File: src/csd_pkg.sv
// Shared types and constants for the CORDIC sine/cosine unit.
// Holds the pipeline stage record, quadrant codes and the arctangent table.
// No dependencies.
package csd_pkg;

	localparam int FRACTION_BITS = 8;
	localparam int ANGLE_W = 17;
	localparam int XY_W = 11;
	localparam int ACC_W = 17;
	localparam int TRIG_W = 10;
	localparam int DAC_W = 8;
	localparam int TABLE_LEN = 15;

	localparam logic [ANGLE_W-1:0] DEG90  = ANGLE_W'(90 << FRACTION_BITS);
	localparam logic [ANGLE_W-1:0] DEG180 = ANGLE_W'(180 << FRACTION_BITS);
	localparam logic [ANGLE_W-1:0] DEG270 = ANGLE_W'(270 << FRACTION_BITS);
	localparam logic [ANGLE_W-1:0] DEG360 = ANGLE_W'(360 << FRACTION_BITS);

	localparam logic signed [XY_W-1:0] GAIN_START = XY_W'(155);
	localparam logic signed [XY_W+1-1:0] DAC_OFFSET = (XY_W+1)'(255);

	localparam logic [1:0] QUAD1 = 2'd0;
	localparam logic [1:0] QUAD2 = 2'd1;
	localparam logic [1:0] QUAD3 = 2'd2;
	localparam logic [1:0] QUAD4 = 2'd3;

	typedef struct packed {
		logic signed [XY_W-1:0]  x;
		logic signed [XY_W-1:0]  y;
		logic signed [ACC_W-1:0] acc;
		logic signed [ACC_W-1:0] target;
		logic [1:0]              quad;
		logic                    range_err;
	} csd_stage_t;

	// arctangent of 2^-idx in degrees * 256
	function automatic logic signed [ACC_W-1:0] atan_q8(input logic [3:0] idx);
		logic signed [ACC_W-1:0] r;
		case (idx)
			4'd0:    r = 17'sd11520;
			4'd1:    r = 17'sd6801;
			4'd2:    r = 17'sd3593;
			4'd3:    r = 17'sd1824;
			4'd4:    r = 17'sd916;
			4'd5:    r = 17'sd458;
			4'd6:    r = 17'sd229;
			4'd7:    r = 17'sd115;
			4'd8:    r = 17'sd57;
			4'd9:    r = 17'sd28;
			4'd10:   r = 17'sd14;
			4'd11:   r = 17'sd7;
			4'd12:   r = 17'sd4;
			4'd13:   r = 17'sd2;
			4'd14:   r = 17'sd1;
			default: r = 17'sd0;
		endcase
		return r;
	endfunction

endpackage

File: src/csd_fold.sv
// Input stage: range check and fold of the angle into the first quadrant.
// Depends on csd_pkg.
module csd_fold (
	input  logic                              clk,
	input  logic                              arst_n,
	input  logic                              load,
	input  logic                              in_valid,
	input  logic [csd_pkg::ANGLE_W-1:0]       angle,
	output logic                              out_valid,
	output csd_pkg::csd_stage_t               out_data
);

	logic                        valid_s1;
	csd_pkg::csd_stage_t         data_s1;
	csd_pkg::csd_stage_t         fold_d;
	logic [csd_pkg::ANGLE_W-1:0] tgt;

	always_comb begin
		fold_d = '0;
		tgt = '0;
		if (angle > csd_pkg::DEG360) begin
			fold_d.range_err = 1'b1;
			fold_d.quad = csd_pkg::QUAD1;
		end else if (angle <= csd_pkg::DEG90) begin
			tgt = angle;
			fold_d.quad = csd_pkg::QUAD1;
		end else if (angle <= csd_pkg::DEG180) begin
			tgt = csd_pkg::DEG180 - angle;
			fold_d.quad = csd_pkg::QUAD2;
		end else if (angle <= csd_pkg::DEG270) begin
			tgt = angle - csd_pkg::DEG180;
			fold_d.quad = csd_pkg::QUAD3;
		end else begin
			tgt = csd_pkg::DEG360 - angle;
			fold_d.quad = csd_pkg::QUAD4;
		end
		fold_d.target = $signed(tgt);
		fold_d.x = csd_pkg::GAIN_START;
	end

	always_ff @(posedge clk or negedge arst_n) begin
		if (!arst_n) begin
			valid_s1 <= 1'b0;
		end else if (load) begin
			valid_s1 <= in_valid;
		end
	end

	always_ff @(posedge clk) begin
		if (load && in_valid) begin
			data_s1 <= fold_d;
		end
	end

	assign out_valid = valid_s1;
	assign out_data  = data_s1;

endmodule

File: src/csd_rotate.sv
// One CORDIC rotation step with its pipeline register.
// Depends on csd_pkg for the stage record and the arctangent table.
module csd_rotate #(
	parameter int STEP_IDX = 0
) (
	input  logic                clk,
	input  logic                arst_n,
	input  logic                load,
	input  logic                in_valid,
	input  csd_pkg::csd_stage_t in_data,
	output logic                out_valid,
	output csd_pkg::csd_stage_t out_data
);

	localparam logic [3:0] TBL_IDX = 4'(STEP_IDX);

	logic                              valid_s2;
	csd_pkg::csd_stage_t               data_s2;
	csd_pkg::csd_stage_t               rot_d;
	logic signed [csd_pkg::XY_W-1:0]   x_sh;
	logic signed [csd_pkg::XY_W-1:0]   y_sh;
	logic signed [csd_pkg::ACC_W-1:0]  ang;

	always_comb begin
		x_sh = in_data.x >>> STEP_IDX;
		y_sh = in_data.y >>> STEP_IDX;
		ang = csd_pkg::atan_q8(TBL_IDX);
		rot_d = in_data;
		// equal angle: hold x, y and the accumulator
		if (in_data.acc < in_data.target) begin
			rot_d.x = in_data.x - y_sh;
			rot_d.y = in_data.y + x_sh;
			rot_d.acc = in_data.acc + ang;
		end else if (in_data.acc > in_data.target) begin
			rot_d.x = in_data.x + y_sh;
			rot_d.y = in_data.y - x_sh;
			rot_d.acc = in_data.acc - ang;
		end
	end

	always_ff @(posedge clk or negedge arst_n) begin
		if (!arst_n) begin
			valid_s2 <= 1'b0;
		end else if (load) begin
			valid_s2 <= in_valid;
		end
	end

	always_ff @(posedge clk) begin
		if (load && in_valid) begin
			data_s2 <= rot_d;
		end
	end

	assign out_valid = valid_s2;
	assign out_data  = data_s2;

endmodule

File: src/cordic_sine_cosine_degrees_unit.sv
// CORDIC sine/cosine of an angle in degrees (8 fraction bits).
// Channels: angle_valid/angle_stall carry angle_deg_q8 in; result_valid/result_stall
// carry cos_out, sin_out, dac_code and range_error out. A beat moves when valid
// is high and stall is low.
// Pipeline: one fold stage, one stage per rotation step and one output stage;
// one beat can enter every cycle while angle_stall is low. Each rotation stage
// is one rotation adder pair plus a compare.
// When the receiver stalls, the output register holds its beat and stages fill
// up behind it; bubbles are squeezed out, and angle_stall rises only once every
// stage holds a beat. Nothing is dropped or repeated.
// Angles above 360 degrees give range_error = 1 with zero cos, sin and DAC code.
// Reset empties the pipeline at once; there is no state beyond the stages.
// Depends on csd_pkg, csd_fold and csd_rotate.
module cordic_sine_cosine_degrees_unit #(
	parameter int ROTATION_STEPS = 15
) (
	input  logic                                clk,
	input  logic                                arst_n,
	input  logic                                angle_valid,
	output logic                                angle_stall,
	input  logic [csd_pkg::ANGLE_W-1:0]         angle_deg_q8,
	output logic                                result_valid,
	input  logic                                result_stall,
	output logic signed [csd_pkg::TRIG_W-1:0]   cos_out,
	output logic signed [csd_pkg::TRIG_W-1:0]   sin_out,
	output logic [csd_pkg::DAC_W-1:0]           dac_code,
	output logic                                range_error
);

	localparam int LAST = ROTATION_STEPS;

	logic                v   [0:LAST];
	csd_pkg::csd_stage_t st  [0:LAST];
	logic                rdy [0:LAST+1];

	logic                                  valid_s3;
	logic signed [csd_pkg::TRIG_W-1:0]     cos_s3;
	logic signed [csd_pkg::TRIG_W-1:0]     sin_s3;
	logic [csd_pkg::DAC_W-1:0]             dac_s3;
	logic                                  err_s3;

	logic signed [csd_pkg::XY_W-1:0]       xf;
	logic signed [csd_pkg::XY_W-1:0]       yf;
	logic signed [csd_pkg::XY_W+1-1:0]     dsum;
	logic signed [csd_pkg::XY_W+1-1:0]     dhalf;

	// a stage may load when it is empty or its successor is loading
	assign rdy[LAST+1] = !valid_s3 || !result_stall;
	generate
		for (genvar k = 0; k <= LAST; k++) begin : g_rdy
			assign rdy[k] = !v[k] || rdy[k+1];
		end
	endgenerate
	assign angle_stall = !rdy[0];

	csd_fold u_fold (
		.clk       (clk),
		.arst_n    (arst_n),
		.load      (rdy[0]),
		.in_valid  (angle_valid),
		.angle     (angle_deg_q8),
		.out_valid (v[0]),
		.out_data  (st[0])
	);

	generate
		for (genvar k = 0; k < ROTATION_STEPS; k++) begin : g_rot
			csd_rotate #(
				.STEP_IDX (k)
			) u_rot (
				.clk       (clk),
				.arst_n    (arst_n),
				.load      (rdy[k+1]),
				.in_valid  (v[k]),
				.in_data   (st[k]),
				.out_valid (v[k+1]),
				.out_data  (st[k+1])
			);
		end
	endgenerate

	// quadrant sign fix and DAC byte
	always_comb begin
		xf = st[LAST].x;
		yf = st[LAST].y;
		case (st[LAST].quad)
			csd_pkg::QUAD1: begin
			end
			csd_pkg::QUAD2: begin
				xf = -st[LAST].x;
			end
			csd_pkg::QUAD3: begin
				xf = -st[LAST].x;
				yf = -st[LAST].y;
			end
			csd_pkg::QUAD4: begin
				yf = -st[LAST].y;
			end
			default: begin
			end
		endcase
		dsum = (csd_pkg::XY_W+1)'(yf) + csd_pkg::DAC_OFFSET;
		// halve, truncating toward zero
		if (dsum < 0) begin
			dhalf = -((-dsum) >>> 1);
		end else begin
			dhalf = dsum >>> 1;
		end
	end

	always_ff @(posedge clk or negedge arst_n) begin
		if (!arst_n) begin
			valid_s3 <= 1'b0;
		end else if (rdy[LAST+1]) begin
			valid_s3 <= v[LAST];
		end
	end

	always_ff @(posedge clk) begin
		if (rdy[LAST+1] && v[LAST]) begin
			err_s3 <= st[LAST].range_err;
			if (st[LAST].range_err) begin
				cos_s3 <= '0;
				sin_s3 <= '0;
				dac_s3 <= '0;
			end else begin
				cos_s3 <= xf[csd_pkg::TRIG_W-1:0];
				sin_s3 <= yf[csd_pkg::TRIG_W-1:0];
				dac_s3 <= dhalf[csd_pkg::DAC_W-1:0];
			end
		end
	end

	assign result_valid = valid_s3;
	assign cos_out      = cos_s3;
	assign sin_out      = sin_s3;
	assign dac_code     = dac_s3;
	assign range_error  = err_s3;

	// input held off only with every stage full, output included; checked on the fold, last rotation and output stages
	a_stall_full: assert property (@(posedge clk) disable iff (!arst_n)
		angle_stall |-> (result_valid && v[0] && v[LAST]))
		else $error("input stalled with a free stage");

	a_range_zero: assert property (@(posedge clk) disable iff (!arst_n)
		(result_valid && range_error) |-> (cos_out == '0 && sin_out == '0 && dac_code == '0))
		else $error("range error beat carries non-zero results");

	a_last_hold: assert property (@(posedge clk) disable iff (!arst_n)
		(v[LAST] && result_valid && result_stall) |=> v[LAST])
		else $error("last rotation stage lost a beat under stall");

endmodule

File: config.mk
export PLATFORM = sky130hd
export DESIGN_NAME = cordic_sine_cosine_degrees_unit
export DESIGN_NICKNAME = d
export VERILOG_FILES = /design/src/csd_pkg.sv /design/src/csd_fold.sv /design/src/csd_rotate.sv /design/src/cordic_sine_cosine_degrees_unit.sv
export SDC_FILE = /design/constraint.sdc
export NUM_CORES = 2
export LEC_CHECK = 0
export BUFFER_PORTS_ARGS = -buffer_cell sky130_fd_sc_hd__clkbuf_2
export CAP_MARGIN = 30
export CORE_ASPECT_RATIO = 1.25
export CORE_MARGIN = 4
export CORE_UTILIZATION = 55
export DETAILED_ROUTE_END_ITERATION = 12
export PLACE_DENSITY = 0.68
export SYNTH_ARGS = -nofsm -noshare
export SYNTH_HDL_FRONTEND = slang
export SYNTH_SLANG_ARGS = --single-unit
File: constraint.sdc
create_clock -name clk -period 13.2 [get_ports clk]
set_clock_uncertainty 0.05 [all_clocks]
set_input_delay 1.32 -clock clk [delete_from_list [all_inputs] [get_ports clk]]
set_output_delay 1.32 -clock clk [all_outputs]
set_load 0.01 [all_outputs]
==> results by group <==
Outcome
  – Status: complete, no violations

Clocking
  – Post-CTS setup buffer count: 0
  – Worst-skew pair later-pin latency: ~0.72 ns
  – CTS root buf: clkbuf_16
  – TritonCTS clock tree: done
  – Post-cts resize count: 0
  – Sink Count: 867
  – H-tree level count: 3
  – Clk slew on worst S/H paths: ~0.060 ns
  – Longest Clk Path Bufs: 3
  – CTS Buf Count: 96
  – CTS Hold Bufs: 0

Drt
  – Wire per inst: approximately 19 µm
  – Initial DRC count: about 3.2k
  – DRC: 0
  – Antenna viol nets, final: 0
  – Final WL: roughly 160 mm
  – Vias per cell: roughly 6
  – First-pass DRT Iterations: 6
  – Vias: slightly above 50k

Global route
  – Initial antenna violation count: 0
  – Largest net degree at the start of global routing: 60
  – First-pass GRT wire length: between 200 and 300 mm
  – Vias in the first global route: around 51k
  – Tot GR Track Use: 0.255
  – GR Overflow Total: 0

Power
  – Max IR drop VDD: roughly 130 µV
  – P per Cell Area: between 200 and 300 nW/µm²
  – Pleak: about 29 nW

Critical path
  – R2R depth: 9
  – CP Capture Type: output pin
  – CP Class: in -> out
  – Reg2reg end: g_rot[7].u_rot.out_data[57]$_DFFE_PP_
  – Crit start category: input port
  – WP data required: 11.83 ns
  – CP endpoint: angle_stall
  – WP data arrival: about 3.6 ns
  – Worst flop-to-flop path startpoint: g_rot[6].u_rot.out_data[27]$_DFFE_PP_
  – R2R Setup Slk: 8.43 ns
  – Crit. Startpoint: result_stall
  – Max FO, Critical Path: 6

Floorplanning
  – Cell row count: 140
  – Die height: approximately 390 µm
  – Die area: between 100000 and 150000 µm²
  – Die Wd: approximately 320 µm
  – Starting Density: 0.556
  – Top-level port count: 52
  – Core box area: approximately 120000 µm²

Synth
  – Synth warn: 0
  – Largest family of logic cells by synthesized area: compound AO/OA/AOI/OAI gates
  – XOR/XNOR Fraction of Synth Area: 0.0326
  – Yosys top cell area share: 0.392
  – Multiplexer area fraction after synthesis: 0.00648
  – Compound-gate portion of the synthesized area: 0.213
  – Post-Syn Nets: about 7.5k
  – Syn_area_per_cell: around 9.8 µm²
  – Dominant synthesized flop cell: edfxtp_1
  – Synth async-reset ratio: 0.0196
  – Simple-Gate Fraction of Synth Area: 0.130
  – Post-synth EDFFs: 850
  – Yosys cell types: 94
  – #FFs+latches synth: 867
  – Mapped Area: between 60000 and 70000 µm²
  – Register area share after synthesis: 0.399
  – Yosys top cell by area: edfxtp_1
  – Post-Synthesis Cells: roughly 6.7k
  – Post-Synth Adder-Cell Area: 0.170
  – Area contributors post-synth: edfxtp_1 39%, ha_1 15%, a21oi_1 4.4%

Timing
  – Max frequency: approximately 0.20 GHz
  – Slew Viols, Final: 0
  – Relative max-transition margin: 0.327
  – RSZ-0062 raised after global routing: no
  – Setup TNS: 0 ns
  – Final Hold Vio Count: 0
  – Final min period: approximately 5.0 ns
  – Worst Tran Pin Value: 1.01 ns
  – # setup viols final: 0
  – Final critical-path share of the clock period: 0.379

Layout
  – ANT cells: 0
  – Post-Layout Inst Area: around 70000 µm²
  – Share of layout cells above drive strength 1: 0.0583
  – Area growth, synth to finish: 8.16%
  – Fillers: ~9.9k
  – Register area: between 20000 and 30000 µm²
  – Final nets: around 7.6k
  – Multi-input gate area: ~36000 µm²

Placed design
  – Post-DP HPWL: 123 mm
  – Placer Congestion: roughly 0.90
  – Placed instance area: approximately 67000 µm²
  – Port bufs: 51

Flow run
  – MaxCap Viol Count: 0

Min path
  – Hold Path Class: reg -> reg
cell usage in the layout (no fill, tap or decap), types with 25 or more instances in the layout:
cell,Yosys,layout
a211oi_1,29,29
a21o_1,99,99
a21oi_1,567,567
a221o_1,60,60
a221oi_1,43,43
a22o_1,42,42
a22oi_1,57,57
a31oi_1,88,86
and2_1,47,42
and3_1,63,63
buf_4,0,61
clkbuf_16,0,96
clkbuf_2,0,51
edfxtp_1,850,850
fa_1,52,52
ha_1,801,801
inv_1,653,653
mux2i_1,32,30
nand2_1,364,364
nand2b_1,96,96
nand3_1,92,92
nand4_1,58,58
nor2_1,510,508
nor2b_1,107,104
nor3_1,159,159
nor3b_1,28,28
nor4_1,53,51
o211ai_1,72,72
o21a_1,38,35
o21ai_0,358,357
o21bai_1,73,72
o221ai_1,43,43
o22ai_1,168,166
o2bb2ai_1,25,25
o31ai_1,60,60
o41ai_1,32,32
or2_2,37,38
or3_1,57,57
xnor2_1,165,165
xor2_1,72,72
logic make-up after synthesis:
group                      after synthesis
AOI/OAI and AO/OA                     2092
xor gates and xnor gates               239
adders and majority gates              854
buffers and inverters                  850
DFF                                    867
muxes                                   41
other                                    1
and+or+nand+nor                       1731
cells in the mapped netlist, drive strengths merged, types with 99 or more instances:
cell type,count
edfxtp,850
xnor2,166
ha,801
nor3,160
o21ai,365
inv,653
clkbuf,181
a21o,99
nor2b,107
nor2,511
nand2,364
o22ai,168
a21oi,568
worst min-delay path by stage:
stage	startpoint	depth (start not counted)	end	slack, ns
final	g_rot[4].u_rot.out_data[2]$_DFFE_PP_	0	g_rot[5].u_rot.out_data[2]$_DFFE_PP_	0.36
after global routing	g_rot[4].u_rot.out_data[2]$_DFFE_PP_	0	g_rot[5].u_rot.out_data[2]$_DFFE_PP_	0.36
after CTS	g_rot[4].u_rot.out_data[2]$_DFFE_PP_	0	g_rot[5].u_rot.out_data[2]$_DFFE_PP_	0.36
after detailed placement	g_rot[4].u_rot.out_data[1]$_DFFE_PP_	0	g_rot[5].u_rot.out_data[1]$_DFFE_PP_	0.35
after global placement	g_rot[5].u_rot.out_data[1]$_DFFE_PP_	0	g_rot[6].u_rot.out_data[1]$_DFFE_PP_	0.35
after floorplan	u_fold.out_data[0]$_DFFE_PP_	0	g_rot[0].u_rot.out_data[0]$_DFFE_PP_	0.35
routing by layer:
metal	wire [µm]	global-route usage
met5	0	0
met4	8760	0.141
met3	5490	0.0257
met2	86900	0.495
met1	60300	0.267
power by group:
part           total (W)  switching (W)  internal [W]
clock network    0.00271        0.00117       0.00154
registers        0.00555        0.00110       0.00445
logic             0.0110        0.00638       0.00467
total             0.0193        0.00864        0.0107
state kept, by name, summed over array words and instances, names as in the netlist, named ones only:
signal	cells
sin_out	10
dac_code	8
u_fold.out_data	20
range_error	1
cos_out	10
g_rot.u_rot.out_valid	15
result_valid	1
g_rot.u_rot.out_data	800
u_fold.out_valid	1
cell type report:
type,count,share of cell area
Clock buffer,126,0.0369
Clock inverter,55,0.00887
Inverter,654,0.0349
Multi-Input combinational cell,4958,0.513
Sequential cell,867,0.369
Tap cell,1562,0.0278
Timing Repair Buffer,116,0.0106
per-stage QoR:
step | hold slack, ns | std cells | util | worst slack, ns | total power [W]
6_report | 0.364 | 8338 | 0.602 | 8.20 | 0.0193
5_1_grt | 0.362 | 8338 | 0.602 | 7.97 | 0.0210
4_1_cts | 0.365 | 8337 | 0.602 | 8.13 | 0.0192
3_5_place_dp | 0.355 | 8156 | 0.574 | 8.17 | 0.0165
3_3_place_gp | 0.350 | 8150 | 0.574 | 8.22 | 0.0162
2_1_floorplan | 0.350 | 6675 | - | 6.40 | 0.0138
critical path: stages:
cell and delay, ns:
clkbuf_2 0.14, nand4_1 0.25, inv_1 0.15, and3_1 0.45
nand2_1 0.17, nor3_1 0.60, nand4_1 0.30, inv_1 0.12
clkbuf_2 0.14
No activity file was read; power rests on OpenSTA's default activity.
